**src/rtl/sil_pkg.sv**
```systemverilog
`timescale 1ns / 1ps

package sil_pkg;

  // Configuration register indexes
  localparam int unsigned CfgIdxW = 1;
  localparam logic [CfgIdxW-1:0] CfgWindowBase = 1'b0;
  localparam logic [CfgIdxW-1:0] CfgWindowSize = 1'b1;

  localparam int unsigned SizeW = 17;
  localparam logic [SizeW-1:0] SizeReset = 17'h10000;

  // ASCII characters the record parser looks for
  localparam logic [7:0] CharS       = 8'h53;
  localparam logic [7:0] CharThree   = 8'h33;
  localparam logic [7:0] CharNewline = 8'h0A;
  localparam logic [7:0] CharZero    = 8'h30;
  localparam logic [7:0] CharNine    = 8'h39;
  localparam logic [7:0] CharUpA     = 8'h41;
  localparam logic [7:0] CharUpF     = 8'h46;
  localparam logic [7:0] CharLoA     = 8'h61;
  localparam logic [7:0] CharLoF     = 8'h66;
  localparam logic [7:0] HexTen      = 8'd10;

  // Byte count covers four address bytes and the checksum byte
  localparam logic [7:0] HeaderBytes = 8'd5;
  localparam logic [3:0] CountDigits = 4'd2;
  localparam logic [3:0] AddrDigits  = 4'd8;

  // Value type codes
  localparam logic [3:0] TypeS8   = 4'd0;
  localparam logic [3:0] TypeU8   = 4'd1;
  localparam logic [3:0] TypeS16  = 4'd2;
  localparam logic [3:0] TypeU16  = 4'd3;
  localparam logic [3:0] TypeS32  = 4'd4;
  localparam logic [3:0] TypeU32  = 4'd5;
  localparam logic [3:0] TypeF32  = 4'd6;
  localparam logic [3:0] TypeF64  = 4'd7;
  localparam logic [3:0] TypeS64  = 4'd8;
  localparam logic [3:0] TypeU64  = 4'd9;

  // Value kind codes
  localparam logic [1:0] KindSigned   = 2'd0;
  localparam logic [1:0] KindUnsigned = 2'd1;
  localparam logic [1:0] KindFloat    = 2'd2;

  typedef struct packed {
    logic load;
    logic char_step;
    logic check;
    logic fetch;
    logic publish;
    logic clear;
  } sil_cmd_t;

  typedef struct packed {
    logic read_ok;
    logic fetch_last;
    logic clear_last;
  } sil_status_t;

  typedef struct packed {
    logic       valid;
    logic [3:0] value;
  } hex_digit_t;

  function automatic hex_digit_t hex_decode(input logic [7:0] c);
    hex_digit_t r;
    r = '0;
    if (c >= CharZero && c <= CharNine) begin
      r.valid = 1'b1;
      r.value = 4'(c - CharZero);
    end else if (c >= CharUpA && c <= CharUpF) begin
      r.valid = 1'b1;
      r.value = 4'(c - CharUpA + HexTen);
    end else if (c >= CharLoA && c <= CharLoF) begin
      r.valid = 1'b1;
      r.value = 4'(c - CharLoA + HexTen);
    end
    return r;
  endfunction

  // Number of bytes for a value type, zero for an invalid type
  function automatic logic [3:0] type_len(input logic [3:0] t);
    logic [3:0] n;
    case (t)
      TypeS8, TypeU8:                    n = 4'd1;
      TypeS16, TypeU16:                  n = 4'd2;
      TypeS32, TypeU32, TypeF32:         n = 4'd4;
      TypeF64, TypeS64, TypeU64:         n = 4'd8;
      default:                           n = 4'd0;
    endcase
    return n;
  endfunction

  function automatic logic [1:0] type_kind(input logic [3:0] t);
    logic [1:0] k;
    case (t)
      TypeU8, TypeU16, TypeU32, TypeU64: k = KindUnsigned;
      TypeF32, TypeF64:                  k = KindFloat;
      default:                           k = KindSigned;
    endcase
    return k;
  endfunction

endpackage

```
**src/rtl/sil_ctrl.sv**
```systemverilog
`timescale 1ns / 1ps

module sil_ctrl
  import sil_pkg::*;
(
  input  logic        clk_i,
  input  logic        rst_ni,
  input  logic        start_i,
  input  logic        is_read_i,
  input  sil_status_t status_i,
  output sil_cmd_t    cmd_o,
  output logic        busy_o,
  output logic        done_o
);

  typedef enum logic [2:0] {
    StClear,
    StIdle,
    StChar,
    StCheck,
    StFetch,
    StDrain,
    StFinish
  } ctrl_state_e;

  ctrl_state_e state_q, state_d;
  logic        busy_q;
  logic        done_q;

  always_comb begin
    state_d = state_q;
    cmd_o   = '0;
    case (state_q)
      StClear: begin
        cmd_o.clear = 1'b1;
        if (status_i.clear_last) state_d = StIdle;
      end
      StIdle: begin
        if (start_i && !busy_q) begin
          cmd_o.load = 1'b1;
          state_d    = is_read_i ? StCheck : StChar;
        end
      end
      StChar: begin
        cmd_o.char_step = 1'b1;
        state_d         = StIdle;
      end
      StCheck: begin
        cmd_o.check = 1'b1;
        state_d     = status_i.read_ok ? StFetch : StFinish;
      end
      StFetch: begin
        cmd_o.fetch = 1'b1;
        if (status_i.fetch_last) state_d = StDrain;
      end
      StDrain: begin
        // last byte arrives from the store
        state_d = StFinish;
      end
      StFinish: begin
        cmd_o.publish = 1'b1;
        state_d       = StIdle;
      end
      default: begin
        state_d = StIdle;
      end
    endcase
  end

  always_ff @(posedge clk_i or negedge rst_ni) begin
    if (!rst_ni) begin
      state_q <= StClear;
      busy_q  <= 1'b1;
      done_q  <= 1'b0;
    end else begin
      state_q <= state_d;
      busy_q  <= (state_d != StIdle);
      done_q  <= (state_q == StFinish);
    end
  end

  assign busy_o = busy_q;
  assign done_o = done_q;

endmodule

```
**config.mk**
```make
export PLATFORM = sky130hd
export DESIGN_NAME = sil_ctrl
export DESIGN_NICKNAME = d
export VERILOG_FILES = /design/src/rtl/sil_pkg.sv /design/src/rtl/sil_ctrl.sv
export SDC_FILE = /design/constraint.sdc
export NUM_CORES = 1
export LEC_CHECK = 0
export ABC_AREA = 1
export BUFFER_PORTS_ARGS = -buffer_cell sky130_fd_sc_hd__buf_2
export CAP_MARGIN = 10
export CORE_AREA = 4 4 41 43
export CTS_CLUSTER_DIAMETER = 150
export DETAILED_ROUTE_END_ITERATION = 10
export DIE_AREA = 0 0 45 47
export PLACE_DENSITY_LB_ADDON = 0.25
export SLEW_MARGIN = 20
export SYNTH_ARGS = -nofsm -noshare
export SYNTH_HDL_FRONTEND = slang
export SYNTH_SLANG_ARGS = --single-unit
```
**constraint.sdc**
```tcl
create_clock -name clk_i -period 1 [get_ports clk_i]
set_clock_uncertainty 0.2 [all_clocks]
set_input_delay 0.2 -clock clk_i [delete_from_list [all_inputs] [get_ports clk_i]]
set_output_delay 0.2 -clock clk_i [all_outputs]
set_load 0.005 [all_outputs]
```
==> flow_results.org <==
** Run status
- The run finished, with violations left.
- The final reports fail on negative setup slack.

** Synthesis
- After synthesis, the share of flip-flops with an asynchronous set or reset is 100%.
- Synth warn :: 0
- Gate count of the mapped netlist :: 39
- The synthesized design spends more area on one cell type than any other, namely dfrtp_1.
- Flop and latch count out of synthesis :: 5
- Yosys mapped the design onto 18 distinct sky130hd cell types.
- In this run the biggest area consumer among cell types represents between 20 and 30% of the synthesized area.
- In the synthesized netlist the dominant register cell turns out to be dfrtp_1.
- Area of the mapped netlist :: about 350 um^2
- Post-synth EDFFs :: 0
- The number of nets in the synthesized netlist is 46.
- By count the netlist is led by dfrtp_1, inv_1, nor3_1.
- Of the synthesized area, sequential elements account for 35.8%.
- Avg Synthesized Cell Area :: 9.05 um^2
- Largest cells by area after synthesis :: dfrtp_1, buf_6, dfstp_2, nand2_4, nand3_2

** Clock network
- TritonCTS built the clock tree.
- Source-to-sink clock delay at the later pin of the worst-skew pair :: 0.23 ns
- Clock tree synthesis inserted a total of 3 buffers.
- Clock-pin transition on the worst setup and hold timing paths :: 0.04 ns
- The tree is rooted in a clkbuf_4.
- Maximum root-to-sink buffer count :: 2
- Clock sink total :: 5
- CTS built an H-tree with a depth of 1.

** Floorplanning
- Once the floorplan was initialized, standard cells occupied 27.1% of the core.
- The die is 45 um wide.
- During I/O placement, the number of pins put on the boundary was 15.
- Site row count :: 13
- Total die area :: 2120 um^2
- The die is 47 um tall.
- The total area inside the core boundary comes to 1300 um^2.

** GRT
- The number of antenna violations at the first check in global routing is 0.
- The number of global-route vias before repair was about 380.
- In the global route stage, met1 resource usage came out at 10.9%.
- Entering global routing, the biggest net connects 9 pins.
- Grt total ovfl :: 0
- For this run, the total global-route usage over all layers was measured as around a tenth.
- The first global-routing pass estimated 1460 um of wire.
- Met3 track demand over resource in global routing :: ~1.1%
- The global routing stage identified its most utilized layer as met2.
- Met2 usage in global routing :: 17.8%

** Flow run
- Number of maximum-capacitance violations :: 0

** Drt
- Wires add up to 856 um.
- For this run, the detailed router's first-pass iteration total came to 1.
- Number of vias after detailed routing :: 356
- ANT nets after route :: 0
- Final routed DRC violation total :: 0
- In the final routed layout, each cell accounts on average for between 9 and 10 um.
- For this block, the initial DRC count from the detailed router was 0.
- After detailed routing, the number of vias per cell comes to 4.14.

** Power
- The worst-case IR drop observed on VDD is between 1000 and 1500 uV.
- Combinational cells account for 61.9% of the total power.
- Switching share of power :: a little over two fifths
- Internal power comes to 1.09 mW.
- Total power for the finished layout comes to between 1.5 and 2 mW.
- Leakage dissipation :: 0.331 nW
- Sequential Power Share :: 26.1%
- The clock network burns 12.0% of the power.
- Power per unit of standard cell area :: roughly 2900 nW/um^2
- In this run the power spent charging and discharging nets is ~780 uW.

** Cells and area
- Final cell count without fillers :: 86
- Measured on the finished design, the core utilization comes to 49.4%.
- P&R area growth vs syn :: 82.3%
- Number of nets at the end of the flow :: 79
- The finished cells cover between 600 and 700 um^2.
- The number of antenna diodes in the final layout is 0.
- Layout cell share with drive strength beyond 1 :: 77.5%
- The layout has 130 filler cells.
- Area of the multi-input gates :: 200 um^2
- Register area :: approximately 130 um^2

** Timing
- Final number of setup-violating endpoints :: 13
- In the finished design, the share of the clock period the worst path needs comes to 147%.
- Worst setup slack after layout :: -0.472 ns
- Hold slack :: 0.0679 ns
- The worst pin sits at a relative slew slack of 84.5%.
- At the pin with the least slew margin, the transition time is around 0.23 ns.
- Minimum clock period :: 1.47 ns
- Final total negative setup slack :: -4.79 ns
- The final max-slew violation count is 0.
- RSZ-0062 raised after global routing :: true
- Based on the critical path, the design can be clocked at up to 679 MHz.
- The final hold violation count was 0.

** Placement
- Dpl cell area :: ~480 um^2
- Placed wire-length estimate after detailed placement :: 587 um
- In this run, placement finished with an instance count of 72.
- During placement, the flow inserted port buffers numbering 14.
- At the placement stage, the worst setup path has a slack of -0.386 ns.
- Weighted congestion at the end of routability-driven global placement :: 0.656

** Worst setup path
- Data on the critical path arrives at its endpoint at 1.07 ns.
- In this run the critical register-to-register path is captured at busy_o.
- CP Class :: reg -> out
- In this run the critical register-to-register path is launched from state_q[0].
- Required time at the endpoint of the critical path :: 0.60 ns
- Across all register-to-register paths, the minimum setup slack is -0.45 ns.
- Cell depth of the worst flop-to-flop path :: 9
- Critical path capture point type :: output pin
- First element of the critical path :: state_q[0]
- CP Launch Type :: register
- The critical path ends at cmd_o[5].
- Top fanout value on the critical path :: 8

** Min path
- The tightest min-delay check is of the in -> reg type.
-- kinds of logic after synthesis --
family          after synthesis  share of synthesized area, %
flops                         5                          35.8
buf+inv                      10                          18.4
compound gates                1                          2.48
simple gates                 23                          43.3
-- registers in the layout, indices dropped and copies added, names as in the netlist --
| register | flops |
|---|---|
| busy_o | 1 |
| state_q | 3 |
| done_o | 1 |
-- timing repair --
action	4_1_cts	5_1_grt
pin swaps	5	1
cloned	0	0
hold buffers	1	0
buffers inserted	8	2
hold endpoints to repair	5	0
endpoints found under the setup margin	13	13
resized for setup	13	2
-- placed cells by master (no fill, tap or decap), drive strengths merged --
cell type,netlist,layout
buf,3,30
inv,7,7
nand2,7,7
nor2,6,6
nor3,4,4
clkbuf,0,4
dfrtp,4,4
nand3,4,4
nand4,2,2
a21oi,1,1
dfstp,1,1
dlygate4sd3,0,1
-- layer usage --
metal / up-vias / part of all wire [%]
met4: 0 / 0
met2: 7 / 56
met3: 0 / 4.4
met1: 163 / 39
li1: 186 / -
met5: - / 0
-- worst max-delay path: stages, from the launching register on --
cell and delay (ns):
dfrtp_2 0.49, inv_4 0.06, nor2_4 0.07, nand3_2 0.07, inv_2 0.06, buf_6 0.08
-- area by class of cell --
| class | count | share of cell area, % |
|---|---|---|
| Clock buffer | 4 | 4.09 |
| Multi-Input combinational cell | 24 | 31.1 |
| Inverter | 7 | 5.64 |
| Timing Repair Buffer | 31 | 36.0 |
| Sequential cell | 5 | 20.2 |
| Tap cell | 15 | 2.92 |
-- power groups by stage --
| stage | clock (mW) | sequential (mW) | combinational, mW |
|---|---|---|---|
| floorplan | 0 | 0.329 | 0.729 |
| global placement | 0 | 0.472 | 0.798 |
| detailed placement | 0 | 0.471 | 0.804 |
| CTS | 0.232 | 0.482 | 1.10 |
| global route | 0.254 | 0.503 | 1.26 |
| finish | 0.223 | 0.487 | 1.15 |
-- worst min-delay path by stage --
| stage | start | cells past startpoint | slack (ns) | to |
|---|---|---|---|---|
| after floorplan | rst_ni | 0 | -0.30 | done_o |
| after global placement | rst_ni | 1 | -0.18 | done_o |
| after detailed placement | rst_ni | 1 | -0.18 | state_q[0] |
| after CTS | status_i[0] | 3 | 0.07 | state_q[0] |
| after global routing | status_i[0] | 3 | 0.09 | state_q[0] |
| final | status_i[0] | 3 | 0.07 | state_q[0] |
Power figures use the tool's default switching activity.
